[src/rtl/rrts_pkg.sv]
// rrts_pkg: shared types, codes and defaults for the round robin tick scheduler
// entry record carried along the cell chain, command codes, entry state codes
// no dependencies
`default_nettype none

package rrts_pkg;

    localparam int ENTRIES_DEF     = 8;
    localparam int STATE_W         = 2;
    localparam int SLEEP_W         = 16;
    localparam int SLICE_W         = 8;
    localparam int CMD_W           = 2;
    localparam int OUT_IDX_W       = 3;
    localparam int SLICE_LIMIT_RST = 16;

    localparam logic [STATE_W-1:0] ST_DEAD     = 2'd0;
    localparam logic [STATE_W-1:0] ST_RUNNABLE = 2'd1;
    localparam logic [STATE_W-1:0] ST_RUNNING  = 2'd2;
    localparam logic [STATE_W-1:0] ST_BLOCKED  = 2'd3;

    localparam logic [CMD_W-1:0] CMD_TICK  = 2'd0;
    localparam logic [CMD_W-1:0] CMD_SLEEP = 2'd1;
    localparam logic [CMD_W-1:0] CMD_EXIT  = 2'd2;
    localparam logic [CMD_W-1:0] CMD_SPAWN = 2'd3;

    typedef struct packed {
        logic [STATE_W-1:0] state;
        logic [SLEEP_W-1:0] sleep;
        logic [SLICE_W-1:0] slice;
    } entry_t;

    typedef struct packed {
        logic [OUT_IDX_W-1:0] spawned_entry;
        logic                 spawn_ok;
        logic                 switched;
        logic [OUT_IDX_W-1:0] running_entry;
    } result_t;

endpackage

`default_nettype wire

[src/rtl/rrts_cell.sv]
// rrts_cell: one task entry of the rotating table, passed to its neighbor each cycle
// depends on rrts_pkg
`default_nettype none

module rrts_cell #(
    parameter logic [rrts_pkg::STATE_W-1:0] RESET_STATE = rrts_pkg::ST_DEAD
) (
    input  wire logic            aclk,
    input  wire logic            aresetn,
    input  wire rrts_pkg::entry_t d,
    output      rrts_pkg::entry_t q
);

    rrts_pkg::entry_t entry_reg;

    always_ff @(posedge aclk) begin
        if (!aresetn) begin
            entry_reg.state <= RESET_STATE;
            entry_reg.sleep <= '0;
            entry_reg.slice <= '0;
        end else begin
            entry_reg <= d;
        end
    end

    assign q = entry_reg;

endmodule

`default_nettype wire

[src/rtl/rrts_ctrl.sv]
// rrts_ctrl: head unit of the cell ring, runs the tick, sleep, exit and spawn sequence
// sees the entry leaving the head cell and feeds the tail cell; depends on rrts_pkg
`default_nettype none

module rrts_ctrl #(
    parameter int ENTRIES = rrts_pkg::ENTRIES_DEF
) (
    input  wire logic                          aclk,
    input  wire logic                          aresetn,
    input  wire logic                          in_valid,
    output      logic                          in_ready,
    input  wire logic [rrts_pkg::CMD_W-1:0]    in_cmd,
    input  wire logic [rrts_pkg::SLEEP_W-1:0]  in_ticks,
    input  wire logic [rrts_pkg::SLICE_W-1:0]  slice_limit,
    input  wire rrts_pkg::entry_t              head_q,
    output      rrts_pkg::entry_t              tail_d,
    output      logic                          res_valid,
    input  wire logic                          res_ready,
    output      rrts_pkg::result_t             res
);

    localparam int IDX_W = $clog2(ENTRIES);
    localparam logic [IDX_W-1:0] LAST_IDX = IDX_W'(ENTRIES - 1);

    localparam logic [2:0] PH_IDLE   = 3'd0;
    localparam logic [2:0] PH_SCAN   = 3'd1;
    localparam logic [2:0] PH_DECIDE = 3'd2;
    localparam logic [2:0] PH_COMMIT = 3'd3;
    localparam logic [2:0] PH_DONE   = 3'd4;

    logic [2:0]                     phase_reg, phase_next;
    logic [IDX_W-1:0]               head_idx_reg, head_idx_next;
    logic [IDX_W-1:0]               cnt_reg, cnt_next;
    logic [IDX_W-1:0]               cur_reg, cur_next;
    logic [rrts_pkg::CMD_W-1:0]     cmd_reg, cmd_next;
    logic [rrts_pkg::SLEEP_W-1:0]   ticks_reg, ticks_next;
    logic                           act_reg, act_next;
    logic                           resched_reg, resched_next;
    logic                           keep_cur_reg, keep_cur_next;
    logic                           cand_valid_reg, cand_valid_next;
    logic [IDX_W-1:0]               cand_reg, cand_next;
    logic [IDX_W:0]                 cand_dist_reg, cand_dist_next;
    logic                           dead_valid_reg, dead_valid_next;
    logic [IDX_W-1:0]               dead_idx_reg, dead_idx_next;
    logic [rrts_pkg::SLEEP_W-1:0]   cur_sleep_reg, cur_sleep_next;
    logic [rrts_pkg::SLICE_W-1:0]   cur_slice_reg, cur_slice_next;
    logic [IDX_W-1:0]               target_reg, target_next;
    logic                           switched_reg, switched_next;
    logic                           ok_reg, ok_next;

    rrts_pkg::entry_t               visit;
    logic                           is_cur;
    logic [IDX_W:0]                 gap;
    logic [IDX_W+2:0]               run_ext;
    logic [IDX_W+2:0]               claim_ext;

    always_comb begin
        head_idx_next = (head_idx_reg == LAST_IDX) ? '0 : head_idx_reg + 1'b1;
        is_cur = (head_idx_reg == cur_reg);
        gap = {1'b0, head_idx_reg} - {1'b0, cur_reg};
        if (head_idx_reg < cur_reg) begin
            gap = gap + (IDX_W + 1)'(ENTRIES);
        end

        visit           = head_q;
        phase_next      = phase_reg;
        cnt_next        = cnt_reg;
        cur_next        = cur_reg;
        cmd_next        = cmd_reg;
        ticks_next      = ticks_reg;
        act_next        = act_reg;
        resched_next    = resched_reg;
        keep_cur_next   = keep_cur_reg;
        cand_valid_next = cand_valid_reg;
        cand_next       = cand_reg;
        cand_dist_next  = cand_dist_reg;
        dead_valid_next = dead_valid_reg;
        dead_idx_next   = dead_idx_reg;
        cur_sleep_next  = cur_sleep_reg;
        cur_slice_next  = cur_slice_reg;
        target_next     = target_reg;
        switched_next   = switched_reg;
        ok_next         = ok_reg;

        unique case (phase_reg)
            PH_IDLE: begin
                if (in_valid) begin
                    cmd_next        = in_cmd;
                    ticks_next      = in_ticks;
                    act_next        = (in_cmd == rrts_pkg::CMD_TICK)
                                   || (in_cmd == rrts_pkg::CMD_EXIT)
                                   || ((in_cmd == rrts_pkg::CMD_SLEEP) && (in_ticks != '0));
                    cnt_next        = '0;
                    resched_next    = 1'b0;
                    keep_cur_next   = 1'b0;
                    cand_valid_next = 1'b0;
                    dead_valid_next = 1'b0;
                    switched_next   = 1'b0;
                    ok_next         = 1'b0;
                    phase_next      = PH_SCAN;
                end
            end
            PH_SCAN: begin
                if ((cmd_reg == rrts_pkg::CMD_SPAWN) && (head_q.state == rrts_pkg::ST_DEAD)
                    && (!dead_valid_reg || (head_idx_reg < dead_idx_reg))) begin
                    dead_valid_next = 1'b1;
                    dead_idx_next   = head_idx_reg;
                end
                if (is_cur) begin
                    cur_sleep_next = head_q.sleep;
                    cur_slice_next = head_q.slice;
                    if (act_reg && (cmd_reg == rrts_pkg::CMD_SLEEP)) begin
                        visit.state = rrts_pkg::ST_BLOCKED;
                        visit.sleep = ticks_reg;
                    end
                    if (cmd_reg == rrts_pkg::CMD_EXIT) begin
                        visit.state = rrts_pkg::ST_DEAD;
                    end
                    if (act_reg) begin
                        if ((visit.state == rrts_pkg::ST_RUNNING)
                            && (visit.slice < slice_limit)) begin
                            visit.slice = visit.slice + 1'b1;
                        end else begin
                            resched_next = 1'b1;
                            if (visit.state == rrts_pkg::ST_RUNNING) begin
                                visit.state = rrts_pkg::ST_RUNNABLE;
                                visit.slice = '0;
                            end
                        end
                        keep_cur_next = (visit.state == rrts_pkg::ST_RUNNABLE);
                    end
                end else if (act_reg) begin
                    if (visit.state == rrts_pkg::ST_BLOCKED) begin
                        if (visit.sleep != '0) begin
                            visit.sleep = visit.sleep - 1'b1;
                        end
                        if (visit.sleep == '0) begin
                            visit.state = rrts_pkg::ST_RUNNABLE;
                        end
                    end
                    if ((head_idx_reg != '0) && (visit.state == rrts_pkg::ST_RUNNABLE)
                        && (!cand_valid_reg || (gap < cand_dist_reg))) begin
                        cand_valid_next = 1'b1;
                        cand_next       = head_idx_reg;
                        cand_dist_next  = gap;
                    end
                end
                cnt_next = cnt_reg + 1'b1;
                if (cnt_reg == LAST_IDX) begin
                    phase_next = PH_DECIDE;
                end
            end
            PH_DECIDE: begin
                if (act_reg && resched_reg) begin
                    if (cand_valid_reg) begin
                        target_next = cand_reg;
                    end else if (keep_cur_reg) begin
                        target_next = cur_reg;
                    end else begin
                        target_next = '0;
                    end
                    cur_next      = target_next;
                    switched_next = 1'b1;
                    phase_next    = PH_COMMIT;
                end else if ((cmd_reg == rrts_pkg::CMD_SPAWN) && dead_valid_reg) begin
                    target_next = dead_idx_reg;
                    ok_next     = 1'b1;
                    phase_next  = PH_COMMIT;
                end else begin
                    phase_next = PH_DONE;
                end
            end
            PH_COMMIT: begin
                if (head_idx_reg == target_reg) begin
                    if (cmd_reg == rrts_pkg::CMD_SPAWN) begin
                        visit.state = rrts_pkg::ST_RUNNABLE;
                        visit.sleep = cur_sleep_reg;
                        visit.slice = cur_slice_reg;
                    end else begin
                        visit.state = rrts_pkg::ST_RUNNING;
                        visit.slice = rrts_pkg::SLICE_W'(1);
                    end
                    phase_next = PH_DONE;
                end
            end
            PH_DONE: begin
                if (res_ready) begin
                    phase_next = PH_IDLE;
                end
            end
            default: begin
                phase_next = PH_IDLE;
            end
        endcase

        tail_d = visit;
    end

    always_ff @(posedge aclk) begin
        if (!aresetn) begin
            phase_reg    <= PH_IDLE;
            head_idx_reg <= '0;
            cur_reg      <= '0;
        end else begin
            phase_reg    <= phase_next;
            head_idx_reg <= head_idx_next;
            cur_reg      <= cur_next;
        end
    end

    always_ff @(posedge aclk) begin
        cnt_reg        <= cnt_next;
        cmd_reg        <= cmd_next;
        ticks_reg      <= ticks_next;
        act_reg        <= act_next;
        resched_reg    <= resched_next;
        keep_cur_reg   <= keep_cur_next;
        cand_valid_reg <= cand_valid_next;
        cand_reg       <= cand_next;
        cand_dist_reg  <= cand_dist_next;
        dead_valid_reg <= dead_valid_next;
        dead_idx_reg   <= dead_idx_next;
        cur_sleep_reg  <= cur_sleep_next;
        cur_slice_reg  <= cur_slice_next;
        target_reg     <= target_next;
        switched_reg   <= switched_next;
        ok_reg         <= ok_next;
    end

    assign in_ready  = (phase_reg == PH_IDLE);
    assign res_valid = (phase_reg == PH_DONE);

    assign run_ext   = {3'b000, cur_reg};
    assign claim_ext = ok_reg ? {3'b000, dead_idx_reg} : '0;

    assign res.running_entry = run_ext[rrts_pkg::OUT_IDX_W-1:0];
    assign res.switched      = switched_reg;
    assign res.spawn_ok      = ok_reg;
    assign res.spawned_entry = claim_ext[rrts_pkg::OUT_IDX_W-1:0];

endmodule

`default_nettype wire

[src/rtl/round_robin_tick_scheduler.sv]
// round_robin_tick_scheduler: top level, ring of task entry cells with a head unit
// depends on rrts_pkg, rrts_cell, rrts_ctrl
//
//   channel   handshake            payload
//   s_        s_tvalid/s_tready    s_tuser cmd, s_tdata sleep_ticks
//   m_        m_tvalid/m_tready    m_tdata running_entry, switched, spawn_ok, spawned_entry
//   cfg_      cfg_valid/cfg_ready  cfg_data slice_limit
//
// the entries rotate through the cell ring one cell per cycle; an item takes one full
// rotation to age, wake and search, then a decide step chooses; if it switches or
// spawns, it waits for the chosen entry to reach the head, then offers the result
// one item at a time; the next item is taken while a result waits in the output register
// aresetn (synchronous) loads entry 0 running, all others dead, slice_limit 16
`default_nettype none

module round_robin_tick_scheduler #(
    parameter int ENTRIES = rrts_pkg::ENTRIES_DEF
) (
    input  wire logic                           aclk,
    input  wire logic                           aresetn,
    input  wire logic                           s_tvalid,
    output      logic                           s_tready,
    input  wire logic [15:0]                    s_tdata,   // sleep_ticks[15:0]
    input  wire logic [rrts_pkg::CMD_W-1:0]     s_tuser,   // cmd[1:0]
    output      logic                           m_tvalid,
    input  wire logic                           m_tready,
    output      logic [7:0]                     m_tdata,   // running_entry[2:0], switched[3],
                                                           // spawn_ok[4], spawned_entry[7:5]
    input  wire logic                           cfg_valid,
    output      logic                           cfg_ready,
    input  wire logic [rrts_pkg::SLICE_W-1:0]   cfg_data
);

    rrts_pkg::entry_t               chain_q [ENTRIES];
    rrts_pkg::entry_t               tail_d;
    rrts_pkg::result_t              res;
    logic                           res_valid;
    logic                           res_ready;
    logic [rrts_pkg::SLICE_W-1:0]   slice_limit_reg;
    logic                           m_tvalid_reg;
    logic [7:0]                     m_tdata_reg;

    always_ff @(posedge aclk) begin
        if (!aresetn) begin
            slice_limit_reg <= rrts_pkg::SLICE_W'(rrts_pkg::SLICE_LIMIT_RST);
        end else if (cfg_valid) begin
            slice_limit_reg <= cfg_data;
        end
    end

    assign cfg_ready = 1'b1;

    for (genvar k = 0; k < ENTRIES; k++) begin : g_cell
        rrts_cell #(
            .RESET_STATE((k == 0) ? rrts_pkg::ST_RUNNING : rrts_pkg::ST_DEAD)
        ) u_cell (
            .aclk    (aclk),
            .aresetn (aresetn),
            .d       ((k == ENTRIES - 1) ? tail_d : chain_q[(k + 1) % ENTRIES]),
            .q       (chain_q[k])
        );
    end

    rrts_ctrl #(
        .ENTRIES(ENTRIES)
    ) u_ctrl (
        .aclk        (aclk),
        .aresetn     (aresetn),
        .in_valid    (s_tvalid),
        .in_ready    (s_tready),
        .in_cmd      (s_tuser),
        .in_ticks    (s_tdata),
        .slice_limit (slice_limit_reg),
        .head_q      (chain_q[0]),
        .tail_d      (tail_d),
        .res_valid   (res_valid),
        .res_ready   (res_ready),
        .res         (res)
    );

    // output word register
    assign res_ready = !m_tvalid_reg || m_tready;

    always_ff @(posedge aclk) begin
        if (!aresetn) begin
            m_tvalid_reg <= 1'b0;
        end else if (res_valid && res_ready) begin
            m_tvalid_reg <= 1'b1;
        end else if (m_tready) begin
            m_tvalid_reg <= 1'b0;
        end
    end

    always_ff @(posedge aclk) begin
        if (res_valid && res_ready) begin
            m_tdata_reg <= res;
        end
    end

    assign m_tvalid = m_tvalid_reg;
    assign m_tdata  = m_tdata_reg;

endmodule

`default_nettype wire

[config.mk]
export PLATFORM = sky130hd
export DESIGN_NAME = round_robin_tick_scheduler
export DESIGN_NICKNAME = d
export VERILOG_FILES = /design/src/rtl/rrts_pkg.sv /design/src/rtl/rrts_cell.sv /design/src/rtl/rrts_ctrl.sv /design/src/rtl/round_robin_tick_scheduler.sv
export SDC_FILE = /design/constraint.sdc
export NUM_CORES = 1
export LEC_CHECK = 0
export BUFFER_PORTS_ARGS = -buffer_cell sky130_fd_sc_hd__buf_2
export CAP_MARGIN = 20
export CELL_PAD_IN_SITES_DETAIL_PLACEMENT = 1
export CELL_PAD_IN_SITES_GLOBAL_PLACEMENT = 2
export CORE_ASPECT_RATIO = 1.4
export CORE_MARGIN = 4
export CORE_UTILIZATION = 42
export CTS_CLUSTER_SIZE = 16
export DETAILED_ROUTE_END_ITERATION = 10
export PLACE_DENSITY_LB_ADDON = 0.1
export SLEW_MARGIN = 25
export SYNTH_ARGS = -nofsm -noshare
export SYNTH_HDL_FRONTEND = slang
export SYNTH_HIERARCHICAL = 1
export SYNTH_SLANG_ARGS = --single-unit
[constraint.sdc]
create_clock -name aclk -period 3.45 [get_ports aclk]
set_clock_uncertainty 0.05 [all_clocks]
set_input_delay 0.8625 -clock aclk [delete_from_list [all_inputs] [get_ports aclk]]
set_output_delay 0.8625 -clock aclk [all_outputs]
set_load 0.02 [all_outputs]
==> results by group <==
Synthesis
  • Syn nets: 1,040
  • Post-Synth Adder-Cell Area: 2.77%
  • Post-synth top cells: 226 x dfxtp_1, 159 x and2_2, 73 x edfxtp_1
  • Post-synthesis xor/xnor area fraction: 0.385%
  • Post-synth EDFFs: 73
  • Post-synth design cell area: roughly 11,000 µm²
  • Complex-gate fraction of the synthesized area: 9.85%
  • Synth Register Bits: 299
  • Top FF cell, synth: dfxtp_1
  • Synthesis warning total: 6
  • Avg Cell Area, Syn: 11.6 µm²
  • Ys async rst share: 0%
  • Sequential area share after synthesis: 59.0%
  • Largest family of logic cells by synthesized area: simple AND/OR/NAND/NOR gates
  • Post-synthesis simple-gate area fraction: 22.4%
  • Post-synthesis mux area share: 1.26%
  • Top-area cell type share of the netlist area: 39.7%
  • Area contributors post-synth: dfxtp_1 40%, edfxtp_1 19%, and2_2 10%, and2_1 3.2%, ha_1 2.4%
  • Synth area leader: dfxtp_1
  • Top-count cell post-synth: dfxtp_1
  • Post-synthesis cell count: between 900 and 1,000
  • Synth cell types: 77

Floorplan
  • Die area: 29,800 µm²
  • Die Height: 203 µm
  • I/O pin cnt: between 40 and 50
  • Row count: 71
  • Initial Util: 42.4%
  • Die Span X: between 100 and 150 µm
  • Core box area: 26,800 µm²

Power and ir drop
  • Pint: 6.18 mW
  • Tot Pwr: 8.53 mW
  • Peak supply drop: between 0.0003 and 0.0004 V
  • Clk pwr share: 36.2%
  • Static leakage: 5.24 nW
  • Comb power frac: 15.8%
  • Net Switching: 2.35 mW
  • Seq pwr share: 48.1%
  • PwrDens: roughly 660 nW/µm²
  • Switching Share: 27.6%

Finish
  • Register area: approximately 6700 µm²
  • Footprint of the multi-input gates: 4180 µm²
  • ANT cells: 0
  • Number of flip-flops in the largest register: 208
  • Area growth syn-to-layout: 12.8%
  • Final nets: 1,091
  • Cell Count, Final, Fillers Out: 1,423
  • Layout fillers: 2,897
  • Final instance area: 12,800 µm²
  • Layout cells sized above 1: between 20% and 30%

Drt
  • Routed Antenna Nets: 0
  • Vias per std cell: ~5
  • Vias: between 7,000 and 8,000
  • First drt pass iteration count: 4
  • First DRT Iteration DRCs: ~240
  • Total Wirelength: between 20,000 and 30,000 µm
  • WL/cell: 17.8 µm
  • # DRC: 0

CTS
  • Clock tree buffer depth: 3
  • CTS sink cnt: 299
  • Clk_lat worst skew: 0.55 ns
  • Root Buffer: clkbuf_16
  • Post-CTS setup buffers: 0
  • Inserted Clock Buffers: 29
  • Reg clk slew, reported paths: roughly 0.06 ns
  • H-Tree Level Count: 1
  • TritonCTS clock tree: done

Outcome
  • Status: finished clean

STA
  • Least-Margin Pin Slew: 0.653 ns
  • FMAX: ~320 MHz
  • Total negative slack: 0 ns
  • Hold WS: about 0.38 ns
  • Final Hold Vio Count: 0
  • Final setup vio count: 0
  • RSZ-0062 raised after global routing: false
  • Crit path time final: roughly 3.2 ns
  • Slew headroom: 56.4%
  • Tcrit/Tclk final: 91.3%
  • Slew Limit Fails: 0

Hold path
  • Hold WC Path Type: reg2reg

Global route
  • First-pass GRT wire length: 41,000 µm
  • Initial antenna violation count: 0
  • Met3 Use GR: 2.25%
  • Overflow after GRT: 0
  • Largest net degree at the start of global routing: 92
  • Gr busiest metal: met2
  • Met1 usage: 22.3%
  • GRT Resource Usage Total: 17.3%
  • Number of global-route vias before repair: 7,442
  • GR Util met2: 28.9%

Worst setup path
  • CP Launch Type: flop
  • Maximum fanout along the worst path: 7
  • CP Capture Type: flop
  • CP required: 3.65 ns
  • Kind of critical path: reg2reg
  • Arrival @ worst endpoint: 3.35 ns

Place
  • DPL Wire Length: 17,500 µm
  • Area after DPL: roughly 12,000 µm²
  • Port-buffer cells: 40
  • Final Wtd Congestion: 0.866
  • Inst Count DP: 1,370

Job
  • Max_cap viols: 0
power groups by stage:
stage | clock [mW] | combinational (mW) | sequential [mW]
after floorplan | 0 | 0.925 | 4.10
after global placement | 0 | 1.35 | 4.18
after detailed placement | 0 | 1.35 | 4.18
after CTS | 3.20 | 1.36 | 4.11
after global routing | 3.34 | 1.50 | 4.13
final | 3.09 | 1.34 | 4.10
placed cells by master (no fill, tap or decap), drive strengths merged, types with 22 or more instances in the layout:
| cell type | instances |
|---|---|
| dfxtp | 226 |
| edfxtp | 73 |
| buf | 65 |
| nor2 | 29 |
| o21ai | 35 |
| a21oi | 35 |
| clkbuf | 44 |
| and2 | 217 |
| inv | 39 |
| nand2 | 47 |
| ha | 22 |
layer usage:
| layer | routed length, µm | share of wire [%] |
|---|---|---|
| met3 | 894 | 3.5 |
| met4 | 995 | 3.9 |
| met5 | 0 | 0 |
| met1 | 11400 | 45 |
| met2 | 12100 | 48 |
timing repair:
action                                  4_1_cts  5_1_grt
hold buffers                                  0        0
endpoints found under the setup margin        0        7
gates resized for setup                       0        1
metrics by stage:
stage	util, %	setup WS, ns
3_3_place_gp	44.4	0.253
6_report	47.9	0.299
2_1_floorplan	-	0.425
5_1_grt	47.9	0.0306
4_1_cts	47.9	0.219
3_5_place_dp	44.4	0.247
final timing paths:
kind / start / end / slack (ns) / cells past startpoint
min: u_ctrl/switched_reg / m_tdata[3] / 0.38 / 0
max reg2reg: g_cell[0].u_cell/q[8] / u_ctrl/cand_dist_reg[2] / 0.30 / 8
max: g_cell[0].u_cell/q[8] / u_ctrl/cand_dist_reg[2] / 0.30 / 8
min reg2reg: u_ctrl/switched_reg / m_tdata[3] / 0.38 / 0
cells by family (layout without fill, tap and decap cells):
logic type                 after synthesis  count (layout)
AOI/OAI and AO/OA                      162             162
xor gates and xnor gates                 5               5
adders and majority gates               24              24
buffers and inverters                   81             154
DFF                                    299             299
muxes                                   14              14
other                                    1               1
and+or+nand+nor                        399             399
critical path, stage by stage, from the launching register on:
cell,delay [ns]
dfxtp_1,0.36
inv_1,0.14
ha_1,0.26
or3b_1,0.48
nor4_1,0.25
mux2_1,0.39
a211o_2,0.33
nor3_1,0.31
a21o_2,0.29
cell type report:
| cell class | instances | share of cell area [%] |
|---|---|---|
| sequential | 299 | 52.3 |
| clock inverter | 9 | 0.448 |
| multi-input combinational | 605 | 32.5 |
| timing repair buffer | 65 | 3.23 |
| inverter | 36 | 1.05 |
| tap | 365 | 3.56 |
| clock buffer | 44 | 6.88 |
Note: power is estimated with default switching activity, not from simulation.
